$ cat config.mk
export PLATFORM = sky130hd
export DESIGN_NAME = resource_string_to_number_core_flat
export DESIGN_NICKNAME = d
export VERILOG_FILES = /design/src/rsn_pkg.sv /design/src/rsn_ifs.sv /design/src/rsn_alu.sv /design/src/resource_string_to_number_core.sv /design/src/flat_wrapper.sv
export SDC_FILE = /design/constraint.sdc
export NUM_CORES = 2
export LEC_CHECK = 0
export BUFFER_PORTS_ARGS = -buffer_cell sky130_fd_sc_hd__buf_4
export CAP_MARGIN = 20
export CORE_MARGIN = 2
export CORE_UTILIZATION = 35
export DETAILED_ROUTE_END_ITERATION = 16
export GPL_ROUTABILITY_DRIVEN = 0
export PLACE_DENSITY_LB_ADDON = 0.12
export SKIP_LAST_GASP = 1
export SLEW_MARGIN = 20
export SYNTH_ARGS = -nofsm -noshare
export SYNTH_HDL_FRONTEND = slang
export SYNTH_SLANG_ARGS = --single-unit
$ cat constraint.sdc
create_clock -name clock -period 7.95 [get_ports clock]
set_clock_uncertainty 0.2 [all_clocks]
set_input_delay 0.795 -clock clock [delete_from_list [all_inputs] [get_ports clock]]
set_output_delay 0.795 -clock clock [all_outputs]
set_load 0.005 [all_outputs]
$ cat src/rsn_pkg.sv
// Shared constants, codes and types of the resource string to number converter.
`default_nettype none

package rsn_pkg;

   localparam int CHAR_W    = 8;
   localparam int VALUE_W   = 64;
   localparam int CSR_IDX_W = 3;
   localparam int MEGA_W    = 21;
   localparam int GIGA_W    = 31;
   localparam int TERA_W    = 41;
   localparam int KDIV_W    = 21;
   localparam int WORD_W    = 7;
   localparam int MUL_W     = TERA_W;
   localparam int P2_W      = 12;
   localparam int CNT_W     = $clog2(VALUE_W);
   localparam int FSC_W     = 2 * CHAR_W;

   localparam logic [MEGA_W-1:0]  MEGA_RST   = 21'd1024;
   localparam logic [GIGA_W-1:0]  GIGA_RST   = 31'd1048576;
   localparam logic [TERA_W-1:0]  TERA_RST   = 41'd1073741824;
   localparam logic [KDIV_W-1:0]  KDIV_RST   = 21'd1024;
   localparam logic [WORD_W-1:0]  WORD_RST   = 7'd8;
   localparam logic [VALUE_W-1:0] UNSPEC_RST = {VALUE_W{1'b1}};

   localparam logic [WORD_W-1:0] WORD_ONE = 7'd1;
   localparam logic [KDIV_W-1:0] KDIV_ONE = 21'd1;
   localparam logic [P2_W-1:0]   P2_ONE   = 12'd1;

   localparam logic [P2_W-1:0] SECS_PER_HOUR = 12'd3600;
   localparam logic [P2_W-1:0] SECS_PER_MIN  = 12'd60;

   localparam logic [VALUE_W-1:0] MAG_LIMIT = 64'h8000_0000_0000_0000;
   localparam logic [VALUE_W-1:0] POS_LIMIT = 64'h7FFF_FFFF_FFFF_FFFF;
   localparam logic [VALUE_W-1:0] MAG_TENTH = 64'd922337203685477580;

   localparam logic [CHAR_W-1:0] CH_NUL   = 8'h00;
   localparam logic [CHAR_W-1:0] CH_TAB   = 8'h09;
   localparam logic [CHAR_W-1:0] CH_CR    = 8'h0D;
   localparam logic [CHAR_W-1:0] CH_SPACE = 8'h20;
   localparam logic [CHAR_W-1:0] CH_PLUS  = 8'h2B;
   localparam logic [CHAR_W-1:0] CH_MINUS = 8'h2D;
   localparam logic [CHAR_W-1:0] CH_0     = 8'h30;
   localparam logic [CHAR_W-1:0] CH_9     = 8'h39;
   localparam logic [CHAR_W-1:0] CH_COLON = 8'h3A;
   localparam logic [CHAR_W-1:0] CH_UB    = 8'h42;
   localparam logic [CHAR_W-1:0] CH_UG    = 8'h47;
   localparam logic [CHAR_W-1:0] CH_UM    = 8'h4D;
   localparam logic [CHAR_W-1:0] CH_UT    = 8'h54;
   localparam logic [CHAR_W-1:0] CH_LB    = 8'h62;
   localparam logic [CHAR_W-1:0] CH_LG    = 8'h67;
   localparam logic [CHAR_W-1:0] CH_LM    = 8'h6D;
   localparam logic [CHAR_W-1:0] CH_LT    = 8'h74;
   localparam logic [CHAR_W-1:0] CH_LW    = 8'h77;

   typedef enum logic [CSR_IDX_W-1:0] {
      REG_MEGA_TO_KILO      = 3'd0,
      REG_GIGA_TO_KILO      = 3'd1,
      REG_TERA_TO_KILO      = 3'd2,
      REG_KILO_DIVISOR      = 3'd3,
      REG_WORD_SIZE         = 3'd4,
      REG_UNSPECIFIED_VALUE = 3'd5
   } csr_index_type;

   typedef enum logic [1:0] {
      ALU_ADD,
      ALU_SUB,
      ALU_NEG,
      ALU_DEC
   } alu_op_type;

   typedef struct packed {
      alu_op_type         op;
      logic [VALUE_W-1:0] a;
      logic [VALUE_W-1:0] b;
   } alu_req_type;

   typedef struct packed {
      logic [VALUE_W-1:0] sum;
      logic               carry;
   } alu_rsp_type;

endpackage

`default_nettype wire

$ cat src/rsn_ifs.sv
// Valid/ready channel interfaces for character input, result output and register writes.
`default_nettype none

interface rsn_req_if;
   logic                       valid;
   logic                       ready;
   logic [rsn_pkg::CHAR_W-1:0] character;
   logic                       last;
   modport source (output valid, output character, output last, input ready);
   modport sink (input valid, input character, input last, output ready);
endinterface

interface rsn_rsp_if;
   logic                              valid;
   logic                              ready;
   logic signed [rsn_pkg::VALUE_W-1:0] value;
   modport source (output valid, output value, input ready);
   modport sink (input valid, input value, output ready);
endinterface

interface rsn_csr_if;
   logic                          valid;
   logic                          ready;
   logic [rsn_pkg::CSR_IDX_W-1:0] index;
   logic [rsn_pkg::VALUE_W-1:0]   data;
   modport source (output valid, output index, output data, input ready);
   modport sink (input valid, input index, input data, output ready);
endinterface

`default_nettype wire

$ cat src/rsn_alu.sv
// Shared 64-bit three-operand adder: add, subtract with carry, negate, times ten plus digit.
`default_nettype none

module rsn_alu (
   input  rsn_pkg::alu_req_type req,
   output rsn_pkg::alu_rsp_type rsp
);

   logic [rsn_pkg::VALUE_W:0] op_a;
   logic [rsn_pkg::VALUE_W:0] op_b;
   logic [rsn_pkg::VALUE_W:0] op_c;
   logic [rsn_pkg::VALUE_W:0] total;

   always_comb begin
      case (req.op)
         rsn_pkg::ALU_ADD: begin
            op_a = {1'b0, req.a};
            op_b = {1'b0, req.b};
            op_c = '0;
         end
         rsn_pkg::ALU_SUB: begin
            // carry out set means a >= b
            op_a = {1'b0, req.a};
            op_b = {1'b0, ~req.b};
            op_c = {{rsn_pkg::VALUE_W{1'b0}}, 1'b1};
         end
         rsn_pkg::ALU_NEG: begin
            op_a = {1'b0, ~req.a};
            op_b = '0;
            op_c = {{rsn_pkg::VALUE_W{1'b0}}, 1'b1};
         end
         rsn_pkg::ALU_DEC: begin
            // a*8 + a*2 + digit
            op_a = {1'b0, req.a[rsn_pkg::VALUE_W-4:0], 3'b000};
            op_b = {1'b0, req.a[rsn_pkg::VALUE_W-2:0], 1'b0};
            op_c = {1'b0, req.b};
         end
         default: begin
            op_a = '0;
            op_b = '0;
            op_c = '0;
         end
      endcase
      total = op_a + op_b + op_c;
   end

   assign rsp.sum   = total[rsn_pkg::VALUE_W-1:0];
   assign rsp.carry = total[rsn_pkg::VALUE_W];

endmodule

`default_nettype wire

$ cat src/resource_string_to_number_core.sv
// Top level of the resource string to number converter: character parser and arithmetic sequencer.
//
// Characters of a resource string enter one per transfer on req_ch, the final one flagged by
// last; one signed 64-bit value leaves on rsp_ch per string. Each character is taken in its
// transfer cycle and then parsed in S_STEP, so ready drops after every transfer. Where the
// string ends or the suffix is known, a further parse step (S_END) may follow and then
// arithmetic on the single shared 64-bit adder: a multiply runs one multiplier bit per cycle
// in two passes, the b, B and w suffixes add a restoring division by kilo_divisor, and the
// result register is loaded in S_OUT. The result register frees the input side, so the next
// string may start while a value waits on rsp_ch. Registers on csr_ch are always ready.
`default_nettype none

module resource_string_to_number_core (
   input  logic           clock,
   input  logic           reset,
   rsn_req_if.sink        req_ch,
   rsn_rsp_if.source      rsp_ch,
   rsn_csr_if.sink        csr_ch
);

   typedef enum logic [2:0] {
      PH_FIRST,
      PH_SUFFIX_NEXT,
      PH_SECOND,
      PH_THIRD,
      PH_TRAIL_NEXT,
      PH_DONE
   } phase_type;

   typedef enum logic [2:0] {
      S_IDLE,
      S_STEP,
      S_END,
      S_DNEG,
      S_DIV,
      S_DFIX,
      S_MUL,
      S_OUT
   } state_type;

   state_type phase_dummy_unused_guard;

   state_type state_ff, state_in;
   phase_type phase_ff, phase_in;

   logic                               sign_ff, sign_in;
   logic                               digits_ff, digits_in;
   logic                               open_ff, open_in;
   logic [1:0]                         field_len_ff, field_len_in;
   logic [rsn_pkg::FSC_W-1:0]          fsc_ff, fsc_in;
   logic [rsn_pkg::VALUE_W-1:0]        mag_ff, mag_in;
   logic [rsn_pkg::VALUE_W-1:0]        lead_ff, lead_in;
   logic [rsn_pkg::VALUE_W-1:0]        mid_ff, mid_in;
   logic [rsn_pkg::CHAR_W-1:0]         stop_ff, stop_in;
   logic [rsn_pkg::CHAR_W-1:0]         char_ff, char_in;
   logic                               last_ff, last_in;

   logic [rsn_pkg::VALUE_W-1:0]        acc_ff, acc_in;
   logic [rsn_pkg::VALUE_W-1:0]        x_ff, x_in;
   logic [rsn_pkg::MUL_W-1:0]          y_ff, y_in;
   logic [rsn_pkg::P2_W-1:0]           p2_y_ff, p2_y_in;
   logic                               p2_chain_ff, p2_chain_in;
   logic                               pass_ff, pass_in;
   logic                               neg_ff, neg_in;
   logic [rsn_pkg::KDIV_W-1:0]         rem_ff, rem_in;
   logic [rsn_pkg::CNT_W-1:0]          cnt_ff, cnt_in;

   logic                               out_valid_ff, out_valid_in;
   logic [rsn_pkg::VALUE_W-1:0]        out_value_ff, out_value_in;

   logic [rsn_pkg::MEGA_W-1:0]         mega_ff, mega_in;
   logic [rsn_pkg::GIGA_W-1:0]         giga_ff, giga_in;
   logic [rsn_pkg::TERA_W-1:0]         tera_ff, tera_in;
   logic [rsn_pkg::KDIV_W-1:0]         kdiv_ff, kdiv_in;
   logic [rsn_pkg::WORD_W-1:0]         word_ff, word_in;
   logic [rsn_pkg::VALUE_W-1:0]        unspec_ff, unspec_in;

   rsn_pkg::alu_req_type               alu_req;
   rsn_pkg::alu_rsp_type               alu_rsp;

   logic [rsn_pkg::CHAR_W-1:0]         ec;
   logic                               is_digit;
   logic                               is_blank;
   logic                               is_sign;
   logic                               scan_ok;
   logic [rsn_pkg::VALUE_W-1:0]        dig_mag;
   logic [rsn_pkg::VALUE_W-1:0]        fin;
   logic [rsn_pkg::CHAR_W-1:0]         first;
   logic [rsn_pkg::CHAR_W-1:0]         stop_pt;
   logic [rsn_pkg::CHAR_W-1:0]         after_ch;
   logic [rsn_pkg::KDIV_W-1:0]         kdiv_eff;
   logic [rsn_pkg::KDIV_W:0]           rem_shift;
   logic [rsn_pkg::MUL_W-1:0]          m1;
   logic [rsn_pkg::WORD_W-1:0]         m2;
   logic                               suffix_div;
   logic                               job_go;
   logic                               job_div;
   logic                               field_clear;
   logic                               string_clear;

   function automatic logic [rsn_pkg::WORD_W-1:0] wmul(
      input logic [rsn_pkg::CHAR_W-1:0] ch,
      input logic [rsn_pkg::WORD_W-1:0] word
   );
      wmul = (ch == rsn_pkg::CH_LW) ? word : rsn_pkg::WORD_ONE;
   endfunction

   assign phase_dummy_unused_guard = state_ff;

   rsn_alu u_alu (
      .req (alu_req),
      .rsp (alu_rsp)
   );

   assign req_ch.ready = (state_ff == S_IDLE);
   assign csr_ch.ready = 1'b1;
   assign rsp_ch.valid = out_valid_ff;
   assign rsp_ch.value = out_value_ff;

   // character classes and number finishing
   always_comb begin
      ec        = (state_ff == S_END) ? rsn_pkg::CH_NUL : char_ff;
      is_digit  = ec inside {[rsn_pkg::CH_0:rsn_pkg::CH_9]};
      is_blank  = ec inside {rsn_pkg::CH_SPACE, [rsn_pkg::CH_TAB:rsn_pkg::CH_CR]};
      is_sign   = ec inside {rsn_pkg::CH_PLUS, rsn_pkg::CH_MINUS};
      scan_ok   = is_digit || (!open_ff && (is_blank || is_sign));
      first     = (field_len_ff != 2'd0) ? fsc_ff[rsn_pkg::CHAR_W-1:0] : ec;
      stop_pt   = digits_ff ? ec : first;
      after_ch  = (field_len_ff == 2'd1) ? ec : fsc_ff[rsn_pkg::FSC_W-1:rsn_pkg::CHAR_W];
      kdiv_eff  = (kdiv_ff == '0) ? rsn_pkg::KDIV_ONE : kdiv_ff;
      rem_shift = {rem_ff, x_ff[rsn_pkg::VALUE_W-1]};

      if (mag_ff > rsn_pkg::MAG_TENTH || alu_rsp.sum > rsn_pkg::MAG_LIMIT) begin
         dig_mag = rsn_pkg::MAG_LIMIT;
      end else begin
         dig_mag = alu_rsp.sum;
      end

      if (!digits_ff) begin
         fin = '0;
      end else if (sign_ff) begin
         fin = alu_rsp.sum;
      end else if (mag_ff > rsn_pkg::POS_LIMIT) begin
         fin = rsn_pkg::POS_LIMIT;
      end else begin
         fin = mag_ff;
      end

      suffix_div = stop_ff inside {rsn_pkg::CH_LB, rsn_pkg::CH_UB, rsn_pkg::CH_LW};
      if (stop_ff inside {rsn_pkg::CH_LM, rsn_pkg::CH_UM}) begin
         m1 = {{(rsn_pkg::MUL_W-rsn_pkg::MEGA_W){1'b0}}, mega_ff};
      end else if (stop_ff inside {rsn_pkg::CH_LG, rsn_pkg::CH_UG}) begin
         m1 = {{(rsn_pkg::MUL_W-rsn_pkg::GIGA_W){1'b0}}, giga_ff};
      end else if (stop_ff inside {rsn_pkg::CH_LT, rsn_pkg::CH_UT}) begin
         m1 = tera_ff;
      end else if (stop_ff == rsn_pkg::CH_LW) begin
         m1 = {{(rsn_pkg::MUL_W-rsn_pkg::WORD_W){1'b0}}, word_ff};
      end else begin
         m1 = {{(rsn_pkg::MUL_W-1){1'b0}}, 1'b1};
      end
      m2 = (stop_ff != rsn_pkg::CH_NUL) ? wmul(ec, word_ff) : rsn_pkg::WORD_ONE;
   end

   // shared adder operand selection
   always_comb begin
      case (state_ff)
         S_STEP, S_END: begin
            alu_req.op = is_digit ? rsn_pkg::ALU_DEC : rsn_pkg::ALU_NEG;
            alu_req.a  = mag_ff;
            alu_req.b  = {{(rsn_pkg::VALUE_W-4){1'b0}}, ec[3:0]};
         end
         S_DNEG, S_DFIX: begin
            alu_req.op = rsn_pkg::ALU_NEG;
            alu_req.a  = x_ff;
            alu_req.b  = '0;
         end
         S_DIV: begin
            alu_req.op = rsn_pkg::ALU_SUB;
            alu_req.a  = {{(rsn_pkg::VALUE_W-rsn_pkg::KDIV_W-1){1'b0}}, rem_shift};
            alu_req.b  = {{(rsn_pkg::VALUE_W-rsn_pkg::KDIV_W){1'b0}}, kdiv_eff};
         end
         default: begin
            alu_req.op = rsn_pkg::ALU_ADD;
            alu_req.a  = acc_ff;
            alu_req.b  = x_ff;
         end
      endcase
   end

   always_comb begin
      state_in     = state_ff;
      phase_in     = phase_ff;
      sign_in      = sign_ff;
      digits_in    = digits_ff;
      open_in      = open_ff;
      field_len_in = field_len_ff;
      fsc_in       = fsc_ff;
      mag_in       = mag_ff;
      lead_in      = lead_ff;
      mid_in       = mid_ff;
      stop_in      = stop_ff;
      char_in      = char_ff;
      last_in      = last_ff;
      acc_in       = acc_ff;
      x_in         = x_ff;
      y_in         = y_ff;
      p2_y_in      = p2_y_ff;
      p2_chain_in  = p2_chain_ff;
      pass_in      = pass_ff;
      neg_in       = neg_ff;
      rem_in       = rem_ff;
      cnt_in       = cnt_ff;
      out_valid_in = out_valid_ff;
      out_value_in = out_value_ff;
      mega_in      = mega_ff;
      giga_in      = giga_ff;
      tera_in      = tera_ff;
      kdiv_in      = kdiv_ff;
      word_in      = word_ff;
      unspec_in    = unspec_ff;
      job_go       = 1'b0;
      job_div      = 1'b0;
      field_clear  = 1'b0;
      string_clear = 1'b0;

      if (csr_ch.valid) begin
         case (csr_ch.index)
            rsn_pkg::REG_MEGA_TO_KILO:      mega_in   = csr_ch.data[rsn_pkg::MEGA_W-1:0];
            rsn_pkg::REG_GIGA_TO_KILO:      giga_in   = csr_ch.data[rsn_pkg::GIGA_W-1:0];
            rsn_pkg::REG_TERA_TO_KILO:      tera_in   = csr_ch.data[rsn_pkg::TERA_W-1:0];
            rsn_pkg::REG_KILO_DIVISOR:      kdiv_in   = csr_ch.data[rsn_pkg::KDIV_W-1:0];
            rsn_pkg::REG_WORD_SIZE:         word_in   = csr_ch.data[rsn_pkg::WORD_W-1:0];
            rsn_pkg::REG_UNSPECIFIED_VALUE: unspec_in = csr_ch.data;
            default: ;
         endcase
      end

      if (out_valid_ff && rsp_ch.ready) begin
         out_valid_in = 1'b0;
      end

      case (state_ff)
         S_IDLE: begin
            if (req_ch.valid) begin
               char_in  = req_ch.character;
               last_in  = req_ch.last;
               state_in = S_STEP;
            end
         end

         S_STEP, S_END: begin
            case (phase_ff)
               PH_FIRST, PH_SECOND, PH_THIRD: begin
                  if (scan_ok) begin
                     if (is_digit) begin
                        open_in   = 1'b1;
                        digits_in = 1'b1;
                        mag_in    = dig_mag;
                     end else if (is_sign) begin
                        sign_in = (ec == rsn_pkg::CH_MINUS);
                        open_in = 1'b1;
                     end
                     if (field_len_ff == 2'd0) begin
                        fsc_in = {{rsn_pkg::CHAR_W{1'b0}}, ec};
                     end else if (field_len_ff == 2'd1) begin
                        fsc_in = {ec, fsc_ff[rsn_pkg::CHAR_W-1:0]};
                     end
                     if (field_len_ff != 2'd2) begin
                        field_len_in = field_len_ff + 2'd1;
                     end
                  end else if (phase_ff == PH_FIRST) begin
                     lead_in = fin;
                     if (ec == rsn_pkg::CH_NUL) begin
                        phase_in = PH_DONE;
                     end else begin
                        stop_in = stop_pt;
                        if (stop_pt == rsn_pkg::CH_COLON) begin
                           field_clear = 1'b1;
                           phase_in    = PH_SECOND;
                        end else begin
                           phase_in = PH_SUFFIX_NEXT;
                        end
                     end
                  end else if (phase_ff == PH_SECOND) begin
                     mid_in = fin;
                     if (stop_pt == rsn_pkg::CH_COLON) begin
                        field_clear = 1'b1;
                        phase_in    = PH_THIRD;
                     end else begin
                        // (lead*60 + mid) * word multiplier
                        job_go      = 1'b1;
                        acc_in      = fin;
                        x_in        = lead_ff;
                        y_in        = {{(rsn_pkg::MUL_W-rsn_pkg::P2_W){1'b0}},
                                       rsn_pkg::SECS_PER_MIN};
                        p2_y_in     = {{(rsn_pkg::P2_W-rsn_pkg::WORD_W){1'b0}},
                                       wmul(first, word_ff)};
                        p2_chain_in = 1'b0;
                        phase_in    = PH_DONE;
                     end
                  end else begin
                     if (ec == rsn_pkg::CH_NUL) begin
                        if (digits_ff || field_len_ff == 2'd0) begin
                           // trail + mid*60 + lead*3600
                           job_go      = 1'b1;
                           acc_in      = fin;
                           x_in        = mid_ff;
                           y_in        = {{(rsn_pkg::MUL_W-rsn_pkg::P2_W){1'b0}},
                                          rsn_pkg::SECS_PER_MIN};
                           p2_y_in     = rsn_pkg::SECS_PER_HOUR;
                           p2_chain_in = 1'b1;
                        end else begin
                           lead_in = unspec_ff;
                        end
                        phase_in = PH_DONE;
                     end else if (digits_ff || field_len_ff == 2'd0) begin
                        phase_in = PH_TRAIL_NEXT;
                     end else begin
                        job_go      = 1'b1;
                        acc_in      = '0;
                        x_in        = unspec_ff;
                        y_in        = {{(rsn_pkg::MUL_W-rsn_pkg::WORD_W){1'b0}},
                                       wmul(after_ch, word_ff)};
                        p2_y_in     = rsn_pkg::P2_ONE;
                        p2_chain_in = 1'b0;
                        phase_in    = PH_DONE;
                     end
                  end
               end

               PH_SUFFIX_NEXT: begin
                  job_go      = 1'b1;
                  job_div     = suffix_div;
                  acc_in      = '0;
                  x_in        = lead_ff;
                  y_in        = m1;
                  p2_y_in     = {{(rsn_pkg::P2_W-rsn_pkg::WORD_W){1'b0}}, m2};
                  p2_chain_in = 1'b0;
                  phase_in    = PH_DONE;
               end

               PH_TRAIL_NEXT: begin
                  job_go      = 1'b1;
                  acc_in      = '0;
                  x_in        = unspec_ff;
                  y_in        = {{(rsn_pkg::MUL_W-rsn_pkg::WORD_W){1'b0}}, wmul(ec, word_ff)};
                  p2_y_in     = rsn_pkg::P2_ONE;
                  p2_chain_in = 1'b0;
                  phase_in    = PH_DONE;
               end

               default: ;
            endcase

            pass_in = 1'b0;
            neg_in  = lead_ff[rsn_pkg::VALUE_W-1];
            if (job_go) begin
               state_in = job_div ? S_DNEG : S_MUL;
            end else if (last_ff) begin
               state_in = (phase_in == PH_DONE) ? S_OUT : S_END;
            end else begin
               state_in = S_IDLE;
            end
         end

         S_DNEG: begin
            if (neg_ff) begin
               x_in = alu_rsp.sum;
            end
            rem_in   = '0;
            cnt_in   = '0;
            state_in = S_DIV;
         end

         S_DIV: begin
            // restoring step: shift in one dividend bit, subtract when it fits
            if (alu_rsp.carry) begin
               rem_in = alu_rsp.sum[rsn_pkg::KDIV_W-1:0];
            end else begin
               rem_in = rem_shift[rsn_pkg::KDIV_W-1:0];
            end
            x_in   = {x_ff[rsn_pkg::VALUE_W-2:0], alu_rsp.carry};
            cnt_in = cnt_ff + 1'b1;
            if (cnt_ff == {rsn_pkg::CNT_W{1'b1}}) begin
               state_in = S_DFIX;
            end
         end

         S_DFIX: begin
            if (neg_ff) begin
               x_in = alu_rsp.sum;
            end
            state_in = S_MUL;
         end

         S_MUL: begin
            if (y_ff == '0) begin
               if (!pass_ff) begin
                  pass_in = 1'b1;
                  y_in    = {{(rsn_pkg::MUL_W-rsn_pkg::P2_W){1'b0}}, p2_y_ff};
                  if (p2_chain_ff) begin
                     x_in = lead_ff;
                  end else begin
                     x_in   = acc_ff;
                     acc_in = '0;
                  end
               end else begin
                  pass_in  = 1'b0;
                  lead_in  = acc_ff;
                  state_in = last_ff ? S_OUT : S_IDLE;
               end
            end else begin
               if (y_ff[0]) begin
                  acc_in = alu_rsp.sum;
               end
               x_in = {x_ff[rsn_pkg::VALUE_W-2:0], 1'b0};
               y_in = {1'b0, y_ff[rsn_pkg::MUL_W-1:1]};
            end
         end

         S_OUT: begin
            // hold until the result register is free
            if (!out_valid_ff || rsp_ch.ready) begin
               out_valid_in = 1'b1;
               out_value_in = lead_ff;
               string_clear = 1'b1;
               state_in     = S_IDLE;
            end
         end

         default: state_in = S_IDLE;
      endcase

      if (string_clear) begin
         phase_in = PH_FIRST;
         lead_in  = '0;
         mid_in   = '0;
         stop_in  = rsn_pkg::CH_NUL;
      end
      if (field_clear || string_clear) begin
         mag_in       = '0;
         sign_in      = 1'b0;
         digits_in    = 1'b0;
         open_in      = 1'b0;
         field_len_in = 2'd0;
         fsc_in       = '0;
      end
   end

   always_ff @(posedge clock) begin
      if (reset) begin
         state_ff     <= S_IDLE;
         phase_ff     <= PH_FIRST;
         sign_ff      <= 1'b0;
         digits_ff    <= 1'b0;
         open_ff      <= 1'b0;
         field_len_ff <= 2'd0;
         fsc_ff       <= '0;
         mag_ff       <= '0;
         lead_ff      <= '0;
         mid_ff       <= '0;
         stop_ff      <= rsn_pkg::CH_NUL;
         pass_ff      <= 1'b0;
         cnt_ff       <= '0;
         out_valid_ff <= 1'b0;
         mega_ff      <= rsn_pkg::MEGA_RST;
         giga_ff      <= rsn_pkg::GIGA_RST;
         tera_ff      <= rsn_pkg::TERA_RST;
         kdiv_ff      <= rsn_pkg::KDIV_RST;
         word_ff      <= rsn_pkg::WORD_RST;
         unspec_ff    <= rsn_pkg::UNSPEC_RST;
      end else begin
         state_ff     <= state_in;
         phase_ff     <= phase_in;
         sign_ff      <= sign_in;
         digits_ff    <= digits_in;
         open_ff      <= open_in;
         field_len_ff <= field_len_in;
         fsc_ff       <= fsc_in;
         mag_ff       <= mag_in;
         lead_ff      <= lead_in;
         mid_ff       <= mid_in;
         stop_ff      <= stop_in;
         pass_ff      <= pass_in;
         cnt_ff       <= cnt_in;
         out_valid_ff <= out_valid_in;
         mega_ff      <= mega_in;
         giga_ff      <= giga_in;
         tera_ff      <= tera_in;
         kdiv_ff      <= kdiv_in;
         word_ff      <= word_in;
         unspec_ff    <= unspec_in;
      end
      char_ff      <= char_in;
      last_ff      <= last_in;
      acc_ff       <= acc_in;
      x_ff         <= x_in;
      y_ff         <= y_in;
      p2_y_ff      <= p2_y_in;
      p2_chain_ff  <= p2_chain_in;
      neg_ff       <= neg_in;
      rem_ff       <= rem_in;
      out_value_ff <= out_value_in;
   end

endmodule

`default_nettype wire
$ cat src/flat_wrapper.sv
// flat-port wrapper written by rule: the top's interface ports become plain ports
module resource_string_to_number_core_flat 
  (clock, reset, req_ch_valid, req_ch_character, req_ch_last, req_ch_ready, rsp_ch_valid, rsp_ch_value, rsp_ch_ready, csr_ch_valid, csr_ch_index, csr_ch_data, csr_ch_ready);
  rsn_req_if req_ch_i ();
  rsn_rsp_if rsp_ch_i ();
  rsn_csr_if csr_ch_i ();
  input  logic clock;
  input  logic reset;
  input wire logic [$bits(req_ch_i.valid)-1:0] req_ch_valid;
  input wire logic [$bits(req_ch_i.character)-1:0] req_ch_character;
  input wire logic [$bits(req_ch_i.last)-1:0] req_ch_last;
  output wire logic [$bits(req_ch_i.ready)-1:0] req_ch_ready;
  output wire logic [$bits(rsp_ch_i.valid)-1:0] rsp_ch_valid;
  output wire logic [$bits(rsp_ch_i.value)-1:0] rsp_ch_value;
  input wire logic [$bits(rsp_ch_i.ready)-1:0] rsp_ch_ready;
  input wire logic [$bits(csr_ch_i.valid)-1:0] csr_ch_valid;
  input wire logic [$bits(csr_ch_i.index)-1:0] csr_ch_index;
  input wire logic [$bits(csr_ch_i.data)-1:0] csr_ch_data;
  output wire logic [$bits(csr_ch_i.ready)-1:0] csr_ch_ready;
  assign req_ch_i.valid = req_ch_valid;
  assign req_ch_i.character = req_ch_character;
  assign req_ch_i.last = req_ch_last;
  assign req_ch_ready = req_ch_i.ready;
  assign rsp_ch_valid = rsp_ch_i.valid;
  assign rsp_ch_value = rsp_ch_i.value;
  assign rsp_ch_i.ready = rsp_ch_ready;
  assign csr_ch_i.valid = csr_ch_valid;
  assign csr_ch_i.index = csr_ch_index;
  assign csr_ch_i.data = csr_ch_data;
  assign csr_ch_ready = csr_ch_i.ready;
  resource_string_to_number_core u_core (.clock(clock), .reset(reset), .req_ch(req_ch_i), .rsp_ch(rsp_ch_i), .csr_ch(csr_ch_i));
endmodule
==> impl_metrics.yaml <==
critical_path:
  slowest_stage: "o311ai_0"
  cp.arrival_ps: 7300
  crit_buf_inv: 5
  path_cells: "buf_4, or2_2, buf_4, o21ai_4, buf_4, a22oi_1, a22o_1, o21ai_0, fa_1, inv_1, ha_1, nand2_1, o21ai_0, nand2b_1, a2111oi_2, o41a_1, o311ai_0, buf_4, nor2_1, a211oi_1, a21oi_1"
  critical_path.top_delay_family: "compound AO/OA/AOI/OAI gates"
  worst-path-max-fanout: 33
  worstPathRequired_ps: 8180
  cp-start-kind: "register"
  cpPeakStageDelay_ps: 740
  worstSetupPathType: "register to register"
  crit_top_cell: "buf_4"
  worst_setup_path_end_kind: "register"
finish:
  syn_to_final_growth_pct: 12.17
  final_cells: 6829
  fin_nets: 5351
  drive_above_1_share: 0.09863
  nFillCells: 12548
timing:
  relSlewSlack: 0.2327
  finalCritPeriodShare: 0.8897
  setup_viol: 0
  hold_viol_final: 0
  setup_tns_ps: 0
  finalWorstSetupSlack_ps: 876.8
  layout_min_cycle_time_ps: 7073
  max_freq_mhz: 141.4
  drv_slew: 0
  tightestPinTransition_ps: 1151
  rsz0062_at_grt: "no"
synth:
  yosysSeqAreaShare: 0.3854
  yosysUniqueCellTypes: 99
  synthCells: 5236
  synth_nets: 5456
  synth-seq-cells: 693
  syn-cell-area_um2: 43080
  async_flop_share: 0
  yosys_warnings: 0
  syn_area_per_cell_um2: 8.228
  ys.flop_type: "dfxtp_1"
  synth_edf_count: 273
clocking:
  clockBufferDepth: 3
  clkLatencyLatePin_ps: 700
  cts_buffers: 83
  htree_levels: 3
  tritoncts: "built"
  hold_buffers: 0
  path_clk_slew_ps: 60
  cts.sinks: 693
  post-cts-setup-buffers: 0
  root_buffer: "clkbuf_16"
  cts_resized: 0
min_path:
  hp-class: "input port to register"
placed_design:
  port_buffers: 146
  hpwl_um: 115700
  place_ws_ps: 921.0
  placed_cells: 6670
outcome:
  outcome: "finished, final reports clean"
floorplanning:
  std_cell_rows: 128
  die_w_um: 354.9
  pin_count: 148
  core_um2: 122000
  die_h_um: 354.9
  start_util: 0.3530
  fp.dieArea_um2: 125900
global_routing:
  overflow: 0
  grt_pass1_vias: 38409
  track_usage: 0.2571
  antenna_found_initial: 6
  grt_pass1_wl_um: 250700
  grt_max_degree: 111
route:
  first_pass_iters: 6
  ant_nets: 0
  wl_um: 167500
  drc: 0
  wl_per_cell_um: 24.52
  first_iter_violations: 3917
  routed-via-count: 40658
  via_per_inst: 5.954
job:
  cap_violations: 0
## kinds of logic (layout without fill, tap and decap cells)
family	after synthesis	after routing	synth area share
DFF	693	693	0.3854
xor gates and xnor gates	72	72	0.01525
AOI/OAI and AO/OA	1753	1753	0.2657
other	1	4	0.00008704
muxes	193	193	0.04609
adders and majority gates	139	139	0.05169
buffers and inverters	587	552	0.05373
and+or+nand+nor	1798	1798	0.1821
## through the flow
step,area (um2),hold slack (ps),utilization
2_1_floorplan,43080,231.7,-
3_3_place_gp,45540,238.1,0.3731
3_5_place_dp,45540,245.9,0.3731
4_1_cts,48280,42.78,0.3956
5_1_grt,48320,76.79,0.3959
6_report,48330,90.67,0.3960
## worst reg2reg max path, delay by kind of cell (launching register included)
family / cells / cell delay, ps
and+or+nand+nor: 4 / 800
adders and majority gates: 2 / 810
buffers and inverters: 5 / 1280
DFF: 1 / 390
AOI/OAI and AO/OA: 10 / 3360
## per-layer routing
metal,vias up,part of all wire,GRT usage
met5,-,0,0
met2,1448,0.47,0.4264
met1,20041,0.44,0.3476
met4,0,0.027,0.07398
met3,240,0.066,0.03677
li1,18929,-,-
## state kept, by name, indices dropped and copies added (netlist names), 2 cells and up
| signal | cells |
|---|---|
| u_core.acc_ff | 64 |
| u_core.lead_ff | 64 |
| u_core.mag_ff | 64 |
| u_core.mid_ff | 64 |
| u_core.rsp_ch.value | 64 |
| u_core.unspec_ff | 64 |
| u_core.x_ff | 64 |
| u_core.tera_ff | 41 |
| u_core.y_ff | 41 |
| u_core.giga_ff | 31 |
| u_core.kdiv_ff | 21 |
| u_core.mega_ff | 21 |
| u_core.rem_ff | 21 |
| u_core.fsc_ff | 16 |
| u_core.char_ff | 8 |
| u_core.p2_y_ff | 8 |
| u_core.stop_ff | 8 |
| u_core.word_ff | 7 |
| u_core.cnt_ff | 6 |
| u_core.phase_dummy_unused_guard | 3 |
| u_core.phase_ff | 3 |
| u_core.field_len_ff | 2 |
## synth_stat cells (35+ instances only)
cell type | n | area (um2)
nand2_1 | 1040 | 3904
a21oi_1 | 542 | 2713
dfxtp_1 | 420 | 8408
clkbuf_1 | 365 | 1370
nor2_1 | 357 | 1340
o21ai_0 | 329 | 1647
edfxtp_1 | 273 | 8198
a221oi_1 | 225 | 1971
mux2i_1 | 150 | 1501
inv_1 | 137 | 514.2
a211oi_1 | 91 | 683.2
a21o_1 | 86 | 645.6
o22ai_1 | 79 | 494.2
ha_1 | 74 | 925.9
nand3b_1 | 70 | 525.5
fa_1 | 65 | 1301
o211ai_1 | 65 | 488.0
o21ai_1 | 46 | 230.2
nand4_1 | 45 | 281.5
mux2_2 | 43 | 484.2
nor3_1 | 39 | 195.2
nor2b_1 | 37 | 231.5
xor2_1 | 36 | 315.3
buf_2 | 35 | 175.2
nand3_1 | 35 | 175.2
## cells in the final DEF, fill, tap and decap left out, types with 71 or more instances in the layout
cell / Yosys / final
mux2i_1: 150 / 150
a221oi_1: 225 / 225
inv_1: 137 / 136
nand2_1: 1040 / 1035
a21oi_1: 542 / 541
dfxtp_1: 420 / 415
ha_1: 74 / 71
a21o_1: 86 / 85
o21ai_0: 329 / 327
a211oi_1: 91 / 91
edfxtp_1: 273 / 273
clkbuf_16: 0 / 84
buf_4: 4 / 246
nor2_1: 357 / 349
o22ai_1: 79 / 79
## layout make-up
| class | instances | area [um2] | share of cell area |
|---|---|---|---|
| Tap cell | 1625 | 2033 | 0.04207 |
| Antenna cell | 3 | 7.507 | 0.0001553 |
| Clock inverter | 29 | 344.1 | 0.007120 |
| Timing Repair Buffer | 254 | 1997 | 0.04132 |
| Inverter | 143 | 538.0 | 0.01113 |
| Multi-Input combinational cell | 3956 | 24390 | 0.5047 |
| Clock buffer | 126 | 2400 | 0.04966 |
| Sequential cell | 693 | 16610 | 0.3438 |
## worst paths after layout
check / from / slack [ps] / depth (start not counted) / end
setup reg to reg: u_core.phase_dummy_unused_guard[0] / 880 / 21 / u_core.x_ff[49]
setup / recovery: u_core.phase_dummy_unused_guard[0] / 880 / 21 / u_core.x_ff[49]
hold / removal: req_ch_character[5] / 90 / 1 / u_core.char_ff[5]
hold reg to reg: u_core.tera_ff[36] / 250 / 2 / u_core.tera_ff[36]
Power is not shown: default switching activity piles up to over one toggle a cycle in this logic, so the estimate is an artifact.
